## config.mk

```make
export PLATFORM = sky130hd
export DESIGN_NAME = debounced_digit_editor_top
export DESIGN_NICKNAME = d
export VERILOG_FILES = /design/src/rtl/dde_pkg.sv /design/src/rtl/dde_key_filter.sv /design/src/rtl/dde_digit_core.sv /design/src/rtl/debounced_digit_editor_top.sv
export SDC_FILE = /design/constraint.sdc
export NUM_CORES = 1
export LEC_CHECK = 0
export ABC_CLOCK_PERIOD_IN_PS = 11200
export BUFFER_PORTS_ARGS = -buffer_cell sky130_fd_sc_hd__buf_2
export CAP_MARGIN = 20
export CORE_ASPECT_RATIO = 0.5
export CORE_MARGIN = 2
export CORE_UTILIZATION = 50
export CTS_BUF_LIST = sky130_fd_sc_hd__clkbuf_16
export DETAILED_ROUTE_END_ITERATION = 8
export GPL_ROUTABILITY_DRIVEN = 1
export GPL_TIMING_DRIVEN = 0
export PLACE_DENSITY = 0.78
export SLEW_MARGIN = 20
export SYNTH_ARGS = -nofsm -noshare
export SYNTH_HDL_FRONTEND = slang
export SYNTH_SLANG_ARGS = --single-unit
```

## constraint.sdc

```tcl
create_clock -name clk_i -period 11.2 [get_ports clk_i]
set_input_delay 2.24 -clock clk_i [delete_from_list [all_inputs] [get_ports clk_i]]
set_output_delay 2.24 -clock clk_i [all_outputs]
set_load 0.02 [all_outputs]
```

## src/rtl/dde_pkg.sv

```systemverilog
// dde_pkg: shared types and constants of the debounced digit editor
// request and result payload structs, key group struct, field widths
// no dependencies
package dde_pkg;

  localparam int unsigned DigitW     = 4;
  localparam int unsigned CursorW    = 2;
  localparam int unsigned TickFieldW = 32;
  localparam int unsigned LockoutW   = 16;
  localparam int unsigned NumKeys    = 5;
  localparam int unsigned OutDigits  = 4;

  localparam logic [LockoutW-1:0] LockoutReset = 16'd60;
  localparam logic [DigitW-1:0]   DigitMax     = 4'd9;
  localparam logic [DigitW-1:0]   DigitZero    = 4'd0;

  typedef logic [DigitW-1:0] digit_t;

  // input request: one poll of the joystick plus the tick count
  typedef struct packed {
    logic                  key_up;
    logic                  key_down;
    logic                  key_left;
    logic                  key_right;
    logic                  key_center;
    logic [TickFieldW-1:0] now_tick;
  } dde_in_t;

  // result: shown digits and cursor
  typedef struct packed {
    digit_t               digit_zero;
    digit_t               digit_one;
    digit_t               digit_two;
    digit_t               digit_three;
    logic [CursorW-1:0]   cursor;
  } dde_out_t;

  // one bit per button, in evaluation order
  typedef struct packed {
    logic up;
    logic right;
    logic left;
    logic down;
    logic ok;
  } dde_keys_t;

endpackage

```

## src/rtl/dde_key_filter.sv

```systemverilog
// dde_key_filter: rising edge detect and per-button lockout of the five keys
// keeps previous levels and last accepted tick per button
// depends on dde_pkg
module dde_key_filter #(
  parameter int unsigned TICK_BITS = 32
) (
  input  logic                          clk_i,
  input  logic                          rst_ni,
  input  logic                          fire_i,
  input  dde_pkg::dde_keys_t            levels_i,
  input  logic [TICK_BITS-1:0]          now_i,
  input  logic [dde_pkg::LockoutW-1:0]  lockout_i,
  output dde_pkg::dde_keys_t            accept_o
);

  logic [dde_pkg::NumKeys-1:0]                prev_q;
  logic [dde_pkg::NumKeys-1:0][TICK_BITS-1:0] last_q;
  logic [dde_pkg::NumKeys-1:0]                lvl;
  logic [dde_pkg::NumKeys-1:0]                acc;
  logic [dde_pkg::NumKeys-1:0][TICK_BITS-1:0] diff;
  logic [TICK_BITS-1:0]                       lock_ext;

  assign lvl      = levels_i;
  assign lock_ext = TICK_BITS'(lockout_i);

  always_comb begin
    for (int k = 0; k < dde_pkg::NumKeys; k++) begin
      // wraps modulo 2^TICK_BITS
      diff[k] = now_i - last_q[k];
      acc[k]  = fire_i && lvl[k] && !prev_q[k] && (diff[k] > lock_ext);
    end
  end

  assign accept_o = dde_pkg::dde_keys_t'(acc);

  always_ff @(posedge clk_i or negedge rst_ni) begin
    if (!rst_ni) begin
      prev_q <= '0;
      last_q <= '0;
    end else if (fire_i) begin
      prev_q <= lvl;
      for (int k = 0; k < dde_pkg::NumKeys; k++) begin
        if (acc[k]) begin
          last_q[k] <= now_i;
        end
      end
    end
  end

endmodule

```

## src/rtl/dde_digit_core.sv

```systemverilog
// dde_digit_core: digit store and cursor, updated by accepted presses
// applies up, right, left, down, ok in that order within one request
// depends on dde_pkg
module dde_digit_core #(
  parameter int unsigned DIGIT_COUNT = 4
) (
  input  logic                                    clk_i,
  input  logic                                    rst_ni,
  input  logic                                    fire_i,
  input  dde_pkg::dde_keys_t                      accept_i,
  output dde_pkg::digit_t [DIGIT_COUNT-1:0]       digits_o,
  output logic [$clog2(DIGIT_COUNT)-1:0]          cursor_o
);

  localparam int unsigned CurW = $clog2(DIGIT_COUNT);
  localparam logic [CurW-1:0] CurLast = CurW'(DIGIT_COUNT - 1);

  dde_pkg::digit_t [DIGIT_COUNT-1:0] digits_q, digits_d;
  logic [CurW-1:0] cursor_q, c1, c2;

  always_comb begin
    // right and left wrap around the digit count
    c1 = cursor_q;
    if (accept_i.right) begin
      c1 = (cursor_q == CurLast) ? '0 : cursor_q + 1'b1;
    end
    c2 = c1;
    if (accept_i.left) begin
      c2 = (c1 == '0) ? CurLast : c1 - 1'b1;
    end
    for (int i = 0; i < DIGIT_COUNT; i++) begin
      digits_d[i] = digits_q[i];
      // up uses the cursor before any move, down the cursor after both moves
      if (accept_i.up && (cursor_q == CurW'(i))) begin
        digits_d[i] = (digits_d[i] >= dde_pkg::DigitMax) ? dde_pkg::DigitZero
                                                         : digits_d[i] + 1'b1;
      end
      if (accept_i.down && (c2 == CurW'(i))) begin
        digits_d[i] = ((digits_d[i] == dde_pkg::DigitZero) ||
                       (digits_d[i] > dde_pkg::DigitMax)) ? dde_pkg::DigitMax
                                                          : digits_d[i] - 1'b1;
      end
      if (accept_i.ok) begin
        digits_d[i] = dde_pkg::DigitZero;
      end
    end
  end

  always_ff @(posedge clk_i or negedge rst_ni) begin
    if (!rst_ni) begin
      digits_q <= '0;
      cursor_q <= '0;
    end else if (fire_i) begin
      digits_q <= digits_d;
      cursor_q <= c2;
    end
  end

  assign digits_o = digits_q;
  assign cursor_o = cursor_q;

endmodule

```

## src/rtl/debounced_digit_editor_top.sv

```systemverilog
// debounced_digit_editor_top: joystick driven four digit editor with key lockout
// input register, key filter, digit core; the digit core state is the result
// depends on dde_pkg, dde_key_filter, dde_digit_core

// Takes one poll request per clock unless the output stalls, and returns one
// result per request. A request is captured in an input register; once the
// output can advance, the key filter and the digit core update their state in
// a single pass, and that registered state is the result shown on the output
// port. While a result waits for out_ready_i one more request is held in the
// input register; throughput is one request per cycle while not stalled, set
// by the single state update per clock. The user must write lockout_ticks via
// cfg_we_i / cfg_wdata_i only while idle; the block does not enforce this.
module debounced_digit_editor_top #(
  parameter int unsigned DIGIT_COUNT = 4,
  parameter int unsigned TICK_BITS   = 32
) (
  input  logic                          clk_i,
  input  logic                          rst_ni,
  input  logic                          cfg_we_i,
  input  logic [dde_pkg::LockoutW-1:0]  cfg_wdata_i,
  input  logic                          in_valid_i,
  output logic                          in_ready_o,
  input  dde_pkg::dde_in_t              in_req_i,
  output logic                          out_valid_o,
  input  logic                          out_ready_i,
  output dde_pkg::dde_out_t             out_rsp_o
);

  localparam int unsigned CurW = $clog2(DIGIT_COUNT);

  logic [dde_pkg::LockoutW-1:0] lockout_q;
  logic                         in_valid_q, out_valid_q;
  dde_pkg::dde_in_t             in_q;
  logic                         advance, fire;
  dde_pkg::dde_keys_t           levels, accept;
  dde_pkg::digit_t [DIGIT_COUNT-1:0] digits;
  dde_pkg::digit_t [dde_pkg::OutDigits-1:0] shown;
  logic [CurW-1:0]              cursor;

  assign advance    = !out_valid_q || out_ready_i;
  assign fire       = in_valid_q && advance;
  assign in_ready_o = !in_valid_q || advance;

  always_ff @(posedge clk_i or negedge rst_ni) begin
    if (!rst_ni) begin
      lockout_q <= dde_pkg::LockoutReset;
    end else if (cfg_we_i) begin
      lockout_q <= cfg_wdata_i;
    end
  end

  always_ff @(posedge clk_i or negedge rst_ni) begin
    if (!rst_ni) begin
      in_valid_q  <= 1'b0;
      out_valid_q <= 1'b0;
    end else begin
      if (in_valid_i && in_ready_o) begin
        in_valid_q <= 1'b1;
      end else if (fire) begin
        in_valid_q <= 1'b0;
      end
      if (fire) begin
        out_valid_q <= 1'b1;
      end else if (out_ready_i) begin
        out_valid_q <= 1'b0;
      end
    end
  end

  always_ff @(posedge clk_i) begin
    if (in_valid_i && in_ready_o) begin
      in_q <= in_req_i;
    end
  end

  always_comb begin
    levels.up    = in_q.key_up;
    levels.right = in_q.key_right;
    levels.left  = in_q.key_left;
    levels.down  = in_q.key_down;
    levels.ok    = in_q.key_center;
  end

  dde_key_filter #(
    .TICK_BITS(TICK_BITS)
  ) u_key_filter (
    .clk_i    (clk_i),
    .rst_ni   (rst_ni),
    .fire_i   (fire),
    .levels_i (levels),
    .now_i    (in_q.now_tick[TICK_BITS-1:0]),
    .lockout_i(lockout_q),
    .accept_o (accept)
  );

  dde_digit_core #(
    .DIGIT_COUNT(DIGIT_COUNT)
  ) u_digit_core (
    .clk_i   (clk_i),
    .rst_ni  (rst_ni),
    .fire_i  (fire),
    .accept_i(accept),
    .digits_o(digits),
    .cursor_o(cursor)
  );

  // missing positions read zero, extra positions are not shown
  for (genvar g = 0; g < dde_pkg::OutDigits; g++) begin : g_shown
    if (g < DIGIT_COUNT) begin : g_have
      assign shown[g] = digits[g];
    end else begin : g_none
      assign shown[g] = dde_pkg::DigitZero;
    end
  end

  logic [CurW+dde_pkg::CursorW-1:0] cursor_ext;
  assign cursor_ext = {{dde_pkg::CursorW{1'b0}}, cursor};

  always_comb begin
    out_rsp_o.digit_zero  = shown[0];
    out_rsp_o.digit_one   = shown[1];
    out_rsp_o.digit_two   = shown[2];
    out_rsp_o.digit_three = shown[3];
    out_rsp_o.cursor      = cursor_ext[dde_pkg::CursorW-1:0];
  end

  assign out_valid_o = out_valid_q;

endmodule

```

### Word-level counts from Yosys, hierarchy flattened

Index checks and enable logic that the tools add are counted.

| storage, ports and cells | value |
|---|---|
| latch bits | 0 |
| bits in read-only memories | 0 |
| input bits | 58 |
| memory bits (writable) | 0 |
| bits in registers | 238 |
| memories kept | 0 |

| cells by class | value |
|---|---|
| multipliers | 0 |
| shifts and indexed selects | 0 |
| $add $sub $neg | 15 |
| equal/unequal tests | 6 |
| mux-type cells | 28 |
| div/mod/pow operators | 0 |
| reduce and logical (&&, ||, !) cells | 52 |
| magnitude comparators | 13 |
| bitwise logic cells | 0 |

Operators by type and width:

| cell | number |
|---|---|
| greater-than comparator 32 x 16 -> 1 bit | 5 |
| subtractor 32 bit | 5 |
| two-way mux 4 bit | 20 |
| logical AND 1 bit | 25 |
| adder 4 x 1 -> 4 bit, second input constant | 4 |
| >= comparator 4 bit, second input constant | 4 |
| greater-than comparator 4 bit, second input constant | 4 |
| logical NOT 4 bit | 4 |
| subtractor 4 x 1 -> 4 bit, second input constant | 4 |
| AND reduction 2 bit | 5 |
| == test 2 bit, second input constant | 4 |
| two-way mux 2 bit | 4 |
| logical NOT 1 bit | 7 |
| logical NOT 2 bit | 3 |
| logical OR 1 bit | 6 |
| == test 2 x 1 -> 1 bit, second input constant | 2 |
| two-way mux 1 bit | 4 |
| nonzero test 2 bit | 2 |
| adder 2 x 1 -> 2 bit, second input constant | 1 |
| subtractor 2 x 1 -> 2 bit, second input constant | 1 |

### Logic depth before layout (Yosys ltp)

| depth | value |
|---|---|
| word-level depth | 14 |
| gate-level depth with buffers | 31 |

### By module

From an unflattened synthesis, not the netlist that was laid out.

| unflattened totals | value |
|---|---|
| cell total of the unflattened synthesis | 2,498 |
| area, all modules | 22,445.3 um^2 |

Modules (own cells, without submodules):

| module | instances | area each (um^2) | sequential area each (um^2) | cells an instance |
|---|---|---|---|---|
| dde_key_filter | 1 | 18,226.2 | 4,129.0 | 2,122 |
| dde_digit_core | 1 | 2,364.8 | 450.4 | 297 |
| debounced_digit_editor_top | 1 | 1,854.3 | 1,566.5 | 79 |

### Least setup slack after synthesis

No wires, ideal clock.

| path | value |
|---|---|
| path type | register -> register |
| start | register in_q[1] (netlist bit) |
| end | register u_digit_core.digits_q, in the netlist u_digit_core.digits_o[11] |
| slack | 5,223 ps |
| stages on the path, launching flop included | 31 |
| library setup time | 73 ps |
| period minus slack after synthesis | 5,977 ps |
| data arrival time | 5,904 ps |
| data required time | 11,127 ps |
| path through | edfxtp_1 -> inv_1 -> fa_1 -> and2b_1 -> o2111ai_1 -> a211o_1 -> o21ai_1 -> xor2_1 -> ha_1 -> nand4_1 -> nor2_1 -> nand2_1 -> nor3_1 -> o221ai_1 -> a211oi_1 -> and4b_1 -> and4_1 -> buf_2 -> nor2_1 -> buf_2 -> nand2_1 -> nor3_1 -> a21oi_1 -> inv_1 -> ha_1 -> nor2_1 -> nor2b_1 -> a311o_1 -> and3_4 -> a32o_1 -> a21oi_2 |

| between the ends | value |
|---|---|
| longest elaborated chain between the ends | 11 |
| elaborated cells on any way between the ends | 31 |
| those cells by class | add/sub: 7; order compare: 6; eq/ne: 1; mux: 7; reduce/logical: 10 |

Ends and longest elaborated chain:

| element | line | source |
|---|---|---|
| start: declaration | debounced_digit_editor_top.sv:33 | `dde_pkg::dde_in_t in_q;` |
| start signal: assignment | debounced_digit_editor_top.sv:72 | `in_q <= in_req_i;` |
| subtractor 32 bit | dde_key_filter.sv:29 | `diff[k] = now_i - last_q[k];` |
| greater-than comparator 32 x 16 -> 1 bit | dde_key_filter.sv:30 | `acc[k] = fire_i && lvl[k] && !prev_q[k] && (diff[k] > lock_ext);` |
| logical AND 1 bit | dde_key_filter.sv:30 |  |
| two-way mux 2 bit | dde_digit_core.sv:24 | `if (accept_i.right) begin` |
| subtractor 2 x 1 -> 2 bit / logical NOT 2 bit (equally long branches) | dde_digit_core.sv:29 | `c2 = (c1 == '0) ? CurLast : c1 - 1'b1;` |
| two-way mux 2 bit | dde_digit_core.sv:29 |  |
| two-way mux 2 bit | dde_digit_core.sv:28 | `if (accept_i.left) begin` |
| == test 2 bit | dde_digit_core.sv:38 | `if (accept_i.down && (c2 == CurW'(i))) begin` |
| logical AND 1 bit | dde_digit_core.sv:38 |  |
| two-way mux 4 bit | dde_digit_core.sv:38 |  |
| two-way mux 4 bit * | dde_digit_core.sv:43 | `if (accept_i.ok) begin` |
| end signal: assignment | dde_digit_core.sv:54 | `digits_q <= digits_d;` |
| end: declaration | dde_digit_core.sv:18 | `dde_pkg::digit_t [DIGIT_COUNT-1:0] digits_q, digits_d;` |

Every way passes the cells marked *; elsewhere a longest branch is shown, timed or not.
A chain may end at the register's enable or synchronous reset.

### Final worst setup path

| path | value |
|---|---|
| start | register in_q[1] (netlist bit) |
| end | register u_digit_core.digits_q, in the netlist u_digit_core.digits_o[10] |

Same word-level chain as after synthesis.

==> impl_metrics.csv <==
group,metric,value,unit
global_route,grt_pass1_vias,18421,
power,total_power,0.00539,W
worst_setup_path,cp_max_fo,12,
timing,finalHoldViolCount,0,
clock_network,numClockSinks,238,
place,place_congestion,0.945,
job,max-cap-violations,0,
yosys,netlist_instances,2572,
worst_setup_path,rr_endpoint,"u_digit_core.digits_o[10]",
clock_network,htree_levels,1,
yosys,syn-cell-area,21600,sq um
worst_setup_path,critPathLaunch,"in_q[1]",
timing,skew,0.0171,ns
power,power_leakage,10.5,nW
clock_network,path_clk_slew,0.07,ns
worst_setup_path,crit_path_end_kind,"register",
finish,antenna_cells,0,
worst_setup_path,cp.required,11.64,ns
drt,dr.pass1.iters,6,
clock_network,ctsHoldBuffers,0,
yosys,synth_ff_type,"dfrtp_1",
yosys,synth_top_area_share,22.8,%
clock_network,cts_buffers,25,
floorplanning,die_area,45100,sq um
yosys,synth_edf_count,37,
worst_setup_path,cp_top_family,"compound AO/OA/AOI/OAI gates",
floorplanning,core,42300,sq um
floorplanning,die_x,298,um
worst_setup_path,critPathBufInv,4,
drt,via_count,19983,
timing,worstMarginPinSlew,1.16,ns
timing,rsz0062_at_grt,"no",
drt,route.detailed.drc,0,
worst_setup_path,start_kind,"register",
finish,layout-drive-gt1-share,10.1,%
floorplanning,rows,53,
yosys,syn_area_per_cell,8.41,sq um
timing,period_needed,7.71,ns
timing,setup_viol,0,
min_path,min_from,"u_key_filter.prev_q[0]",
worst_setup_path,crit_type,"register to register",
worst_setup_path,r2r_setup_slack,3.49,ns
finish,nFillCells,3843,
finish,ff_latch_area,6150,sq um
clock_network,cts.path.max_buffers,3,
drt,drtIter0Drc,1718,
finish,multi_input_area,14300,sq um
worst_setup_path,endpoint,"u_digit_core.digits_o[10]",
global_route,grt_overflow,0,
timing,whs,0.471,ns
timing,fmax,0.130,GHz
global_route,track_usage,26.7,%
worst_setup_path,reg2reg_from,"in_q[1]",
yosys,ys_types,99,
global_route,grt_max_degree,92,
place,hpwl,45.5,mm
yosys,synth_area_leaders,"dfrtp_1, ha_1, edfxtp_1",
clock_network,post_cts_resized,0,
global_route,grt_pass1_wl,96.6,mm
clock_network,post_cts_buffers,0,
worst_setup_path,r2r_cells,30,
floorplanning,io_pins,78,
worst_setup_path,cp.depth,30,
drt,via_per_inst,6.10,
worst_setup_path,path_common_cell,"nor2_1",
min_path,hold_class,"register to register",
global_route,antenna_found_initial,1,
floorplanning,die_y,151,um
timing,slew-limit-headroom,22.7,%
finish,syn_to_final_growth,9.36,%
timing,fin_crit_sh,68.8,%
yosys,async_flop_share,84.5,%
yosys,synth_largest_area_cell,"dfrtp_1",
worst_setup_path,crit_slowest_cell,"edfxtp_1",
yosys,syn_nets,2898,
finish,fin_nets,3006,
floorplanning,initial_core_util,51.1,%
clock_network,cts_tree,"built",
timing,drv_slew,0,
timing,setup_tns,0,ns
yosys,ys_ff_latch,238,
worst_setup_path,cp.arrival,8.14,ns
drt,drt-total-wl,61.4,mm
yosys,synth_seq_area_share,28.4,%
drt,ant_nets,0,
worst_setup_path,cpPeakStageDelay,0.83,ns
clock_network,insertion_delay,0.57,ns
power,peakVddDrop,0.132,mV
place,io_buffers,77,
clock_network,root_buffer,"clkbuf_16",
drt,wl_per_cell,18.7,um
outcome,run_status,"finished clean",
power,powerDensity,228,nW/um^2
yosys,ys_warn_count,0,
## cell usage in the layout, fill, tap and decap left out, types with 9 or more instances in the layout
master     netlist  final
nand2_1        280    280
ha_1           263    263
inv_1          228    234
o21ai_0        204    204
a21oi_1        201    201
dfrtp_1        197    197
nor2_1         127    127
mux2_2          97     97
buf_2           14     90
clkbuf_1        69     69
a21o_1          64     64
xnor2_1         63     63
nand3_1         61     61
xor2_1          52     52
nor3_1          50     50
nand4_1         49     49
edfxtp_1        37     37
a31oi_1         35     35
a211oi_1        33     33
o211ai_1        32     32
o21a_1          29     29
nand2b_1        27     27
clkbuf_16        0     26
and3_1          25     25
nor2b_1         23     23
nor4_1          22     22
or3_1           21     21
and2_1          18     17
mux2i_1         13     13
o2111ai_1        9      9
o22ai_1          9      9
a221o_1          9      9
and4_1           9      9
o31a_1           9      9
## registers in the layout, summed over array words and instances (netlist names)
name and cells:
out_valid_o 1, lockout_q 16, u_key_filter.prev_q 5, u_digit_core.cursor_o 2, in_valid_q 1, u_key_filter.last_q 160, u_digit_core.digits_o 16, in_q 37
## tightest hold or removal path, stage by stage (launching register included)
cell	delay (ns)
dfrtp_1	0.34
nand2_1	0.05
nand2_1	0.06
## logic make-up after synthesis
logic type	Yosys count	share of synthesized area [%]
muxes	110	5.65
AOI/OAI and AO/OA	762	22.7
buffers and inverters	316	5.60
DFF	238	28.4
and+or+nand+nor	762	17.2
adders and majority gates	268	15.7
xor gates and xnor gates	116	4.78
## metal layers
layer	routed length (um)	GRT usage [%]	share of wire, %
met4	2270	9.42	3.7
met3	4620	4.32	7.5
met2	27300	43.7	44
met5	0	0	0
met1	27200	36.1	44
## worst min-delay path by stage
stage	end	slack [ns]	depth (start not counted)
after floorplan	u_key_filter.prev_q[1]	0.43	2
after global routing	u_key_filter.last_q[11]	0.52	1
after global placement	u_key_filter.prev_q[1]	0.45	2
after CTS	u_key_filter.prev_q[0]	0.47	2
after detailed placement	u_key_filter.prev_q[0]	0.45	2
final	u_key_filter.prev_q[0]	0.47	2
## final cells by class
| type | count | area share (%) |
|---|---|---|
| repair buffers | 81 | 2.02 |
| clock buffers | 26 | 2.75 |
| inverters | 229 | 3.63 |
| plain buffers | 87 | 1.49 |
| flip-flops and latches | 238 | 26.0 |
| clock inverters | 20 | 0.714 |
| multi-input cells | 2018 | 60.4 |
| well taps | 577 | 3.05 |
## power breakdown
part	switching (W)	internal [W]
logic	0.00192	0.00134
registers	0.000159	0.00110
clock network	0.000391	0.000472
total	0.00247	0.00291
## Yosys cell counts (9+ instances only)
cell type / count
and3_1: 25
a211oi_1: 33
ha_1: 263
o211ai_1: 32
o31a_1: 9
dfrtp_1: 197
nor2_1: 127
edfxtp_1: 37
nor3_1: 50
or3_1: 21
o21a_1: 29
a221o_1: 9
o31ai_1: 9
xnor2_1: 63
nand2_1: 280
and2_1: 18
a21oi_1: 201
nand3_1: 61
a31oi_1: 35
clkbuf_1: 69
nand2b_1: 27
o2111ai_1: 9
and4_1: 9
buf_2: 14
a21o_1: 64
nor4_1: 22
mux2i_1: 13
inv_1: 228
xor2_1: 52
nand4_1: 49
o22ai_1: 9
nor2b_1: 23
o21ai_0: 204
mux2_2: 97
## per-stage QoR
step / cell area (sq um) / instances / utilization (%) / worst slack, ns
global placement: 22700 / 3226 / 53.8 / 3.74
finish: 23700 / 3276 / 55.9 / 3.49
CTS: 23700 / 3276 / 55.9 / 3.58
floorplan: 21600 / 2572 / - / 5.22
detailed placement: 22800 / 3230 / 54.0 / 3.62
global route: 23700 / 3276 / 55.9 / 3.04
Power figures use the tool's default switching activity.
